**src/sv/reduced_fraction_alu_unit_macros.svh**
```systemverilog
// Assertion helpers for the reduced fraction ALU.
`ifndef REDUCED_FRACTION_ALU_UNIT_MACROS_SVH
`define REDUCED_FRACTION_ALU_UNIT_MACROS_SVH

// Same-cycle implication, disabled during reset.
`define RFA_ASSERT_NOW(label, ck, rn, ante, cons, msg) \
    label: assert property (@(posedge ck) disable iff (!rn) (ante) |-> (cons)) \
        else $error(msg);

// Next-cycle implication, disabled during reset.
`define RFA_ASSERT_NEXT(label, ck, rn, ante, cons, msg) \
    label: assert property (@(posedge ck) disable iff (!rn) (ante) |=> (cons)) \
        else $error(msg);

`endif

```
**src/sv/rfa_pkg.sv**
```systemverilog
package rfa_pkg;

    localparam int OPERAND_W = 16;  // operand field width
    localparam int PROD_W    = 64;  // products are sign-extended to this width
    localparam int NUM_W     = 33;
    localparam int DEN_W     = 32;
    localparam int SHIFT_W   = $clog2(PROD_W);

    typedef enum logic [1:0] {
        CMD_ADD = 2'd0,
        CMD_SUB = 2'd1,
        CMD_MUL = 2'd2,
        CMD_DIV = 2'd3
    } cmd_t;

    typedef struct packed {
        cmd_t                        command;
        logic signed [OPERAND_W-1:0] a_num;
        logic signed [OPERAND_W-1:0] a_den;
        logic signed [OPERAND_W-1:0] b_num;
        logic signed [OPERAND_W-1:0] b_den;
    } in_word_t;

    typedef struct packed {
        logic signed [NUM_W-1:0] result_num;
        logic signed [DEN_W-1:0] result_den;
        logic                    zero_den_error;
    } out_word_t;

endpackage

```
**src/sv/reduced_fraction_alu_unit.sv**
```systemverilog
// Channel   | Signals                  | Word          | Handshake
// ----------+--------------------------+---------------+-------------------------------
// operands  | start, busy, operands    | in_word_t     | taken when start && !busy
// result    | done, result             | out_word_t    | valid for the one cycle done=1
//
// Steps: the products on the shared multiplier (three for add and subtract, two for multiply
// and divide), a check, a binary GCD (one shift or one 64-bit compare-and-subtract per
// cycle), then two bit-serial restoring divisions by the GCD. Zero results and zero
// denominators skip GCD and divide.
// Reset (rst_n low, asynchronous) returns the sequencer to idle with no strobe.
// busy is high from the edge that takes a word until done pulses; the receiver cannot stall.

`include "reduced_fraction_alu_unit_macros.svh"

module reduced_fraction_alu_unit (
    input  logic              clk,
    input  logic              rst_n,
    input  logic              start,
    output logic              busy,
    input  rfa_pkg::in_word_t operands,
    output logic              done,
    output rfa_pkg::out_word_t result
);

    localparam int W     = rfa_pkg::OPERAND_W;
    localparam int PW    = rfa_pkg::PROD_W;
    localparam int NW    = rfa_pkg::NUM_W;
    localparam int DW    = rfa_pkg::DEN_W;
    localparam int SW    = rfa_pkg::SHIFT_W;

    // Sequencer states. MUL0..MUL2 share one signed multiplier; GCD and
    // the divider each take one compare-and-subtract step per cycle.
    typedef enum logic [2:0] {
        S_IDLE,
        S_MUL0,
        S_MUL1,
        S_MUL2,
        S_CHECK,
        S_GCD,
        S_DIV_NUM,
        S_DIV_DEN
    } state_t;

    state_t              state_reg, state_next;
    rfa_pkg::in_word_t   op_reg, op_next;
    logic [PW-1:0]       num_reg, num_next;     // signed product, later magnitude
    logic [PW-1:0]       den_reg, den_next;
    logic [PW-1:0]       tmp_reg, tmp_next;     // second cross product
    logic                num_neg_reg, num_neg_next;
    logic                den_neg_reg, den_neg_next;
    logic [PW-1:0]       x_reg, x_next;         // GCD working pair
    logic [PW-1:0]       y_reg, y_next;
    logic [SW-1:0]       k_reg, k_next;         // shared power of two
    logic [PW-1:0]       divisor_reg, divisor_next;
    logic [PW:0]         rem_reg, rem_next;
    logic [PW-1:0]       quo_reg, quo_next;     // dividend shifts out, quotient in
    logic [SW-1:0]       cnt_reg, cnt_next;
    logic [NW-1:0]       qn_reg, qn_next;
    logic                done_reg, done_next;
    rfa_pkg::out_word_t  result_reg, result_next;

    // Shared multiplier
    logic signed [W-1:0]   mul_a, mul_b;
    logic signed [2*W-1:0] prod_full;
    logic [PW-1:0]         prod;

    // Datapath helpers
    logic [PW-1:0] num_mag, den_mag;
    logic          x_eq_y, x_gt_y;
    logic [PW-1:0] x_minus_y, y_minus_x;
    logic [PW:0]   rem_sh, rem_sub;
    logic          rem_fit;
    logic [PW-1:0] quo_shift;
    logic [NW-1:0] qn_raw;
    logic [DW-1:0] qd_raw, qd_signed;

    assign busy = (state_reg != S_IDLE);
    assign done = done_reg;
    assign result = result_reg;

    // Operand selection for the one multiplier
    always_comb
    begin
        mul_a = op_reg.a_num;
        mul_b = op_reg.b_den;
        unique case (state_reg)
            S_MUL0:
            begin
                mul_a = op_reg.a_num;
                mul_b = (op_reg.command == rfa_pkg::CMD_MUL) ? op_reg.b_num : op_reg.b_den;
            end
            S_MUL1:
            begin
                if (op_reg.command == rfa_pkg::CMD_MUL)
                begin
                    mul_a = op_reg.a_den;
                    mul_b = op_reg.b_den;
                end
                else
                begin
                    mul_a = op_reg.b_num;
                    mul_b = op_reg.a_den;
                end
            end
            S_MUL2:
            begin
                mul_a = op_reg.a_den;
                mul_b = op_reg.b_den;
            end
            default:
            begin
                mul_a = op_reg.a_num;
                mul_b = op_reg.b_den;
            end
        endcase
    end

    assign prod_full = mul_a * mul_b;
    assign prod      = PW'(prod_full);

    assign num_mag = num_reg[PW-1] ? (~num_reg + PW'(1)) : num_reg;
    assign den_mag = den_reg[PW-1] ? (~den_reg + PW'(1)) : den_reg;

    assign x_eq_y    = (x_reg == y_reg);
    assign x_gt_y    = (x_reg > y_reg);
    assign x_minus_y = x_reg - y_reg;
    assign y_minus_x = y_reg - x_reg;

    // One restoring-division step
    assign rem_sh    = {rem_reg[PW-1:0], quo_reg[PW-1]};
    assign rem_fit   = (rem_sh >= {1'b0, divisor_reg});
    assign rem_sub   = rem_sh - {1'b0, divisor_reg};
    assign quo_shift = {quo_reg[PW-2:0], rem_fit};

    assign qn_raw    = num_neg_reg ? (~qn_reg + NW'(1)) : qn_reg;
    assign qd_raw    = quo_shift[DW-1:0];
    assign qd_signed = den_neg_reg ? (~qd_raw + DW'(1)) : qd_raw;

    always_comb
    begin
        state_next   = state_reg;
        op_next      = op_reg;
        num_next     = num_reg;
        den_next     = den_reg;
        tmp_next     = tmp_reg;
        num_neg_next = num_neg_reg;
        den_neg_next = den_neg_reg;
        x_next       = x_reg;
        y_next       = y_reg;
        k_next       = k_reg;
        divisor_next = divisor_reg;
        rem_next     = rem_reg;
        quo_next     = quo_reg;
        cnt_next     = cnt_reg;
        qn_next      = qn_reg;
        done_next    = 1'b0;
        result_next  = result_reg;

        unique case (state_reg)
            S_IDLE:
            begin
                if (start)
                begin
                    op_next    = operands;
                    state_next = S_MUL0;
                end
            end
            S_MUL0:
            begin
                num_next   = prod;
                state_next = S_MUL1;
            end
            S_MUL1:
            begin
                if (op_reg.command == rfa_pkg::CMD_ADD || op_reg.command == rfa_pkg::CMD_SUB)
                begin
                    tmp_next   = prod;
                    state_next = S_MUL2;
                end
                else
                begin
                    den_next   = prod;
                    state_next = S_CHECK;
                end
            end
            S_MUL2:
            begin
                den_next   = prod;
                num_next   = (op_reg.command == rfa_pkg::CMD_SUB) ? (num_reg - tmp_reg)
                                                                   : (num_reg + tmp_reg);
                state_next = S_CHECK;
            end
            S_CHECK:
            begin
                priority if (den_reg == '0)
                begin
                    result_next.result_num     = '0;
                    result_next.result_den     = '0;
                    result_next.zero_den_error = 1'b1;
                    done_next  = 1'b1;
                    state_next = S_IDLE;
                end
                else if (num_reg == '0)
                begin
                    result_next.result_num     = '0;
                    result_next.result_den     = DW'(1);
                    result_next.zero_den_error = 1'b0;
                    done_next  = 1'b1;
                    state_next = S_IDLE;
                end
                else
                begin
                    num_neg_next = num_reg[PW-1];
                    den_neg_next = den_reg[PW-1];
                    num_next     = num_mag;
                    den_next     = den_mag;
                    x_next       = num_mag;
                    y_next       = den_mag;
                    k_next       = '0;
                    state_next   = S_GCD;
                end
            end
            S_GCD:
            begin
                // Both stay nonzero; equal means x shifted left by k is the GCD.
                priority if (x_eq_y)
                begin
                    divisor_next = x_reg << k_reg;
                    quo_next     = num_reg;
                    rem_next     = '0;
                    cnt_next     = '0;
                    state_next   = S_DIV_NUM;
                end
                else if (!x_reg[0] && !y_reg[0])
                begin
                    x_next = x_reg >> 1;
                    y_next = y_reg >> 1;
                    k_next = k_reg + SW'(1);
                end
                else if (!x_reg[0])
                begin
                    x_next = x_reg >> 1;
                end
                else if (!y_reg[0])
                begin
                    y_next = y_reg >> 1;
                end
                else if (x_gt_y)
                begin
                    x_next = x_minus_y;
                end
                else
                begin
                    y_next = y_minus_x;
                end
            end
            S_DIV_NUM:
            begin
                rem_next = rem_fit ? rem_sub : rem_sh;
                quo_next = quo_shift;
                cnt_next = cnt_reg + SW'(1);
                if (cnt_reg == SW'(PW - 1))
                begin
                    qn_next    = quo_shift[NW-1:0];
                    quo_next   = den_reg;
                    rem_next   = '0;
                    cnt_next   = '0;
                    state_next = S_DIV_DEN;
                end
            end
            S_DIV_DEN:
            begin
                rem_next = rem_fit ? rem_sub : rem_sh;
                quo_next = quo_shift;
                cnt_next = cnt_reg + SW'(1);
                if (cnt_reg == SW'(PW - 1))
                begin
                    result_next.result_num     = qn_raw;
                    result_next.result_den     = qd_signed;
                    result_next.zero_den_error = 1'b0;
                    done_next  = 1'b1;
                    state_next = S_IDLE;
                end
            end
            default:
            begin
                state_next = S_IDLE;
            end
        endcase
    end

    // State and registered outputs
    always_ff @(posedge clk or negedge rst_n)
    begin
        if (!rst_n)
        begin
            state_reg  <= S_IDLE;
            done_reg   <= 1'b0;
            result_reg <= '0;
        end
        else
        begin
            state_reg  <= state_next;
            done_reg   <= done_next;
            result_reg <= result_next;
        end
    end

    // Payload registers, no reset needed
    always_ff @(posedge clk)
    begin
        op_reg      <= op_next;
        num_reg     <= num_next;
        den_reg     <= den_next;
        tmp_reg     <= tmp_next;
        num_neg_reg <= num_neg_next;
        den_neg_reg <= den_neg_next;
        x_reg       <= x_next;
        y_reg       <= y_next;
        k_reg       <= k_next;
        divisor_reg <= divisor_next;
        rem_reg     <= rem_next;
        quo_reg     <= quo_next;
        cnt_reg     <= cnt_next;
        qn_reg      <= qn_next;
    end

    // Checks
    `RFA_ASSERT_NOW(a_done_idle, clk, rst_n, done, !busy, "done while busy")
    `RFA_ASSERT_NEXT(a_start_busy, clk, rst_n, start && !busy, busy, "accepted word not busy")
    `RFA_ASSERT_NOW(a_err_zero, clk, rst_n, done && result.zero_den_error, result.result_num == '0 && result.result_den == '0, "error result not zero")
    `RFA_ASSERT_NOW(a_den_nonzero, clk, rst_n, done && !result.zero_den_error, result.result_den != '0, "zero denominator without error")

endmodule
```
**config.mk**
```make
export PLATFORM = sky130hd
export DESIGN_NAME = reduced_fraction_alu_unit
export DESIGN_NICKNAME = d
export VERILOG_FILES = /design/src/sv/rfa_pkg.sv /design/src/sv/reduced_fraction_alu_unit.sv
export VERILOG_INCLUDE_DIRS = /design/src /design/src/sv
export SDC_FILE = /design/constraint.sdc
export NUM_CORES = 2
export LEC_CHECK = 0
export ABC_CLOCK_PERIOD_IN_PS = 7600
export BUFFER_PORTS_ARGS = -buffer_cell sky130_fd_sc_hd__buf_2
export CAP_MARGIN = 40
export CORE_MARGIN = 10
export CORE_UTILIZATION = 40
export CTS_BUF_LIST = sky130_fd_sc_hd__clkbuf_16
export DETAILED_ROUTE_END_ITERATION = 8
export MAX_ROUTING_LAYER = met4
export RECOVER_POWER = 50
export SLEW_MARGIN = 20
export SYNTH_ARGS = -nofsm -noshare
export SYNTH_HDL_FRONTEND = slang
export SYNTH_SLANG_ARGS = --single-unit
```
**constraint.sdc**
```tcl
create_clock -name clk -period 7.6 [get_ports clk]
set_clock_uncertainty 0.05 [all_clocks]
set_input_delay 1.52 -clock clk [delete_from_list [all_inputs] [get_ports clk]]
set_output_delay 1.52 -clock clk [all_outputs]
set_load 0.01 [all_outputs]
```
==> flow_metrics.tcl <==
set metrics [dict create \
    synth_seq_cells 663 \
    cts.htree.levels 3 \
    r2r_cells 31 \
    hp-start "result[25]" \
    die_area_um2 168000 \
    ys.flop_type "edfxtp_1" \
    num_rows 142 \
    place_congestion 0.996 \
    startpoint_type "flop" \
    vias 53700 \
    ys_seq_area_share_pct 32.2 \
    cp.arrival_ns 8.16 \
    dpl.hpwl_mm 171 \
    finalNetCount 7690 \
    antenna_found_initial 2 \
    critical_path_required_ns 8.12 \
    syn-cell-area_um2 60800 \
    rsz0062_at_grt "yes" \
    regArea_um2 19600 \
    path_max_fanout 8 \
    synth_edf_count 593 \
    clockBufferDepth 3 \
    dr.pass1.iters 8 \
    grt_pass1_wl_mm 329 \
    clkSinkCount 663 \
    core_um2 150000 \
    numCtsBuffers 81 \
    r2r-end "den_reg[39]" \
    first_iter_violations 5226 \
    ys_async_sr_fraction_pct 10.6 \
    fin_crit_ns 7.63 \
    hold_path_class "flop to flop" \
    syn_nets 7496 \
    clk_pin_slew_ns 0.07 \
    critPathKind "flop to flop" \
    setup-tns-final_ns -0.0861 \
    reg2reg_from "op_reg[65]" \
    fin_area_um2 69100 \
    max_freq_ghz 0.131 \
    maxSlewViolCount 396 \
    boundaryPins 137 \
    crit_path_top_delay_cell "fa_1" \
    end_kind "flop" \
    synth.avg_cell_area_um2 8.92 \
    floorplan.initialDensity_pct 40.4 \
    status "complete, but fails checks" \
    cts_tree "built" \
    via_per_inst 5.91 \
    yosysUniqueCellTypes 87 \
    r2r_slack_ns -0.03 \
    die_h_um 410 \
    maxSlewHeadroom_pct -127 \
    setup_ws_ns -0.0327 \
    setup_viol_count_final 11 \
    final.fill_count 14700 \
    cpPeakStageDelay_ns 0.56 \
    numPortBuffers 136 \
    avgRoutedWirePerCell_um 24.0 \
    worstSkewPairLatency_ns 0.73 \
    multiInputGateArea_um2 38200 \
    place_area_um2 65300 \
    cts_root_buf "clkbuf_16" \
    area_delta_synth_final_pct 13.6 \
    track_usage_pct 25.8 \
    grt_max_degree 155 \
    min_period_over_period_pct 100 \
    drive_above_1_share_pct 11.6 \
    ant_nets 0 \
    hold_path_depth 2 \
    layout_common_cells "nand2_1, inv_1, edfxtp_1, a21oi_1, nor2_1" \
    overflow 0 \
    first_global_vias 52800 \
    layout_commonest_cell "nand2_1" \
    finalHoldViolCount 0 \
    die_x_um 410 \
    drc 0 \
    syn_inst 6816 \
    drt_wl_total_mm 218 \
    hold_path_end "result[25]" \
    cap_viol_max_count 8 \
    worst_pin_slew_ns 3.41 \
    violations "capacitance limit, slew limit, setup timing" \
    ys.warnings.count 0 \
]
## critical path: cells and delay by family (launching register included)
kind | cells | cell delay, ns
DFF | 1 | 0.40
AOI/OAI and AO/OA | 8 | 1.27
buffers and inverters | 9 | 1.18
adders and majority gates | 7 | 3.17
and+or+nand+nor | 6 | 1.16
muxes | 1 | 0.22
## cell type report
class,instances,area share (%)
Sequential cell,663,28.3
Clock inverter,66,0.875
Tap cell,2016,3.65
Multi-Input combinational cell,5159,55.3
Timing Repair Buffer,511,5.61
Inverter,594,3.23
Antenna cell,3,0.0109
Clock buffer,83,3.01
## metrics by stage
step | setup slack, ns | instances | hold slack (ns) | utilization (%)
4_1_cts | 0.000346 | 9066 | 0.428 | 45.6
6_report | -0.0327 | 9095 | 0.426 | 45.9
3_3_place_gp | -0.320 | 8879 | 0.407 | 43.3
2_1_floorplan | 0.00417 | 6816 | 0.374 | -
3_5_place_dp | -0.354 | 8889 | 0.415 | 43.4
5_1_grt | -0.255 | 9094 | 0.444 | 45.9
## logic make-up (layout without fill, tap and decap cells)
logic type	after synthesis	after routing	synth area share, %
adders and majority gates	611	611	15.9
AOI/OAI and AO/OA	1985	1985	20.8
xor gates and xnor gates	487	487	7.02
other	0	3	0
DFF	663	663	32.2
and+or+nand+nor	1906	1906	14.0
buffers and inverters	994	1254	6.17
muxes	170	170	3.99
## synthesized netlist by cell type, types with 85 or more instances
master / number / area (µm²)
a221oi_1: 105 / 920
nor2_1: 596 / 2240
nor3_1: 85 / 425
nand4_1: 100 / 626
ha_1: 345 / 4320
nand2_1: 758 / 2850
fa_1: 266 / 5330
o21ai_0: 393 / 1970
edfxtp_1: 593 / 17800
xnor2_1: 233 / 2040
xor2_1: 254 / 2220
o31ai_1: 129 / 968
clkbuf_1: 337 / 1260
a21oi_1: 614 / 3070
a21o_1: 150 / 1130
a31oi_1: 116 / 726
inv_1: 592 / 2220
## routing by layer
metal  vias to the layer above  share of wire, %  GRT usage, %
li1                      24800                 -             -
met1                     26600                42          32.9
met2                      1888                47          41.4
met3                       363               6.4          3.37
met4                         0               4.5          10.4
met5                         -                 0             -
## worst max path at each step
stage                           from           to  slack, ns
final                     op_reg[65]  den_reg[39]      -0.03
after global routing      op_reg[65]  den_reg[56]      -0.26
after CTS                 op_reg[65]  den_reg[48]     0.0003
after detailed placement  op_reg[64]  den_reg[40]      -0.35
after global placement    op_reg[64]  den_reg[48]      -0.32
after floorplan           op_reg[65]  den_reg[33]      0.004
## repair_timing
item,CTS,global route
cloned,6,2
pin swaps,51,60
resized for setup,64,102
hold buffers,0,0
setup buffers,22,14
setup endpoints to repair,76,88
Power is left out: the tool's default activity adds up to more than one toggle a clock period on the data nets, which glitch-free logic cannot reach.
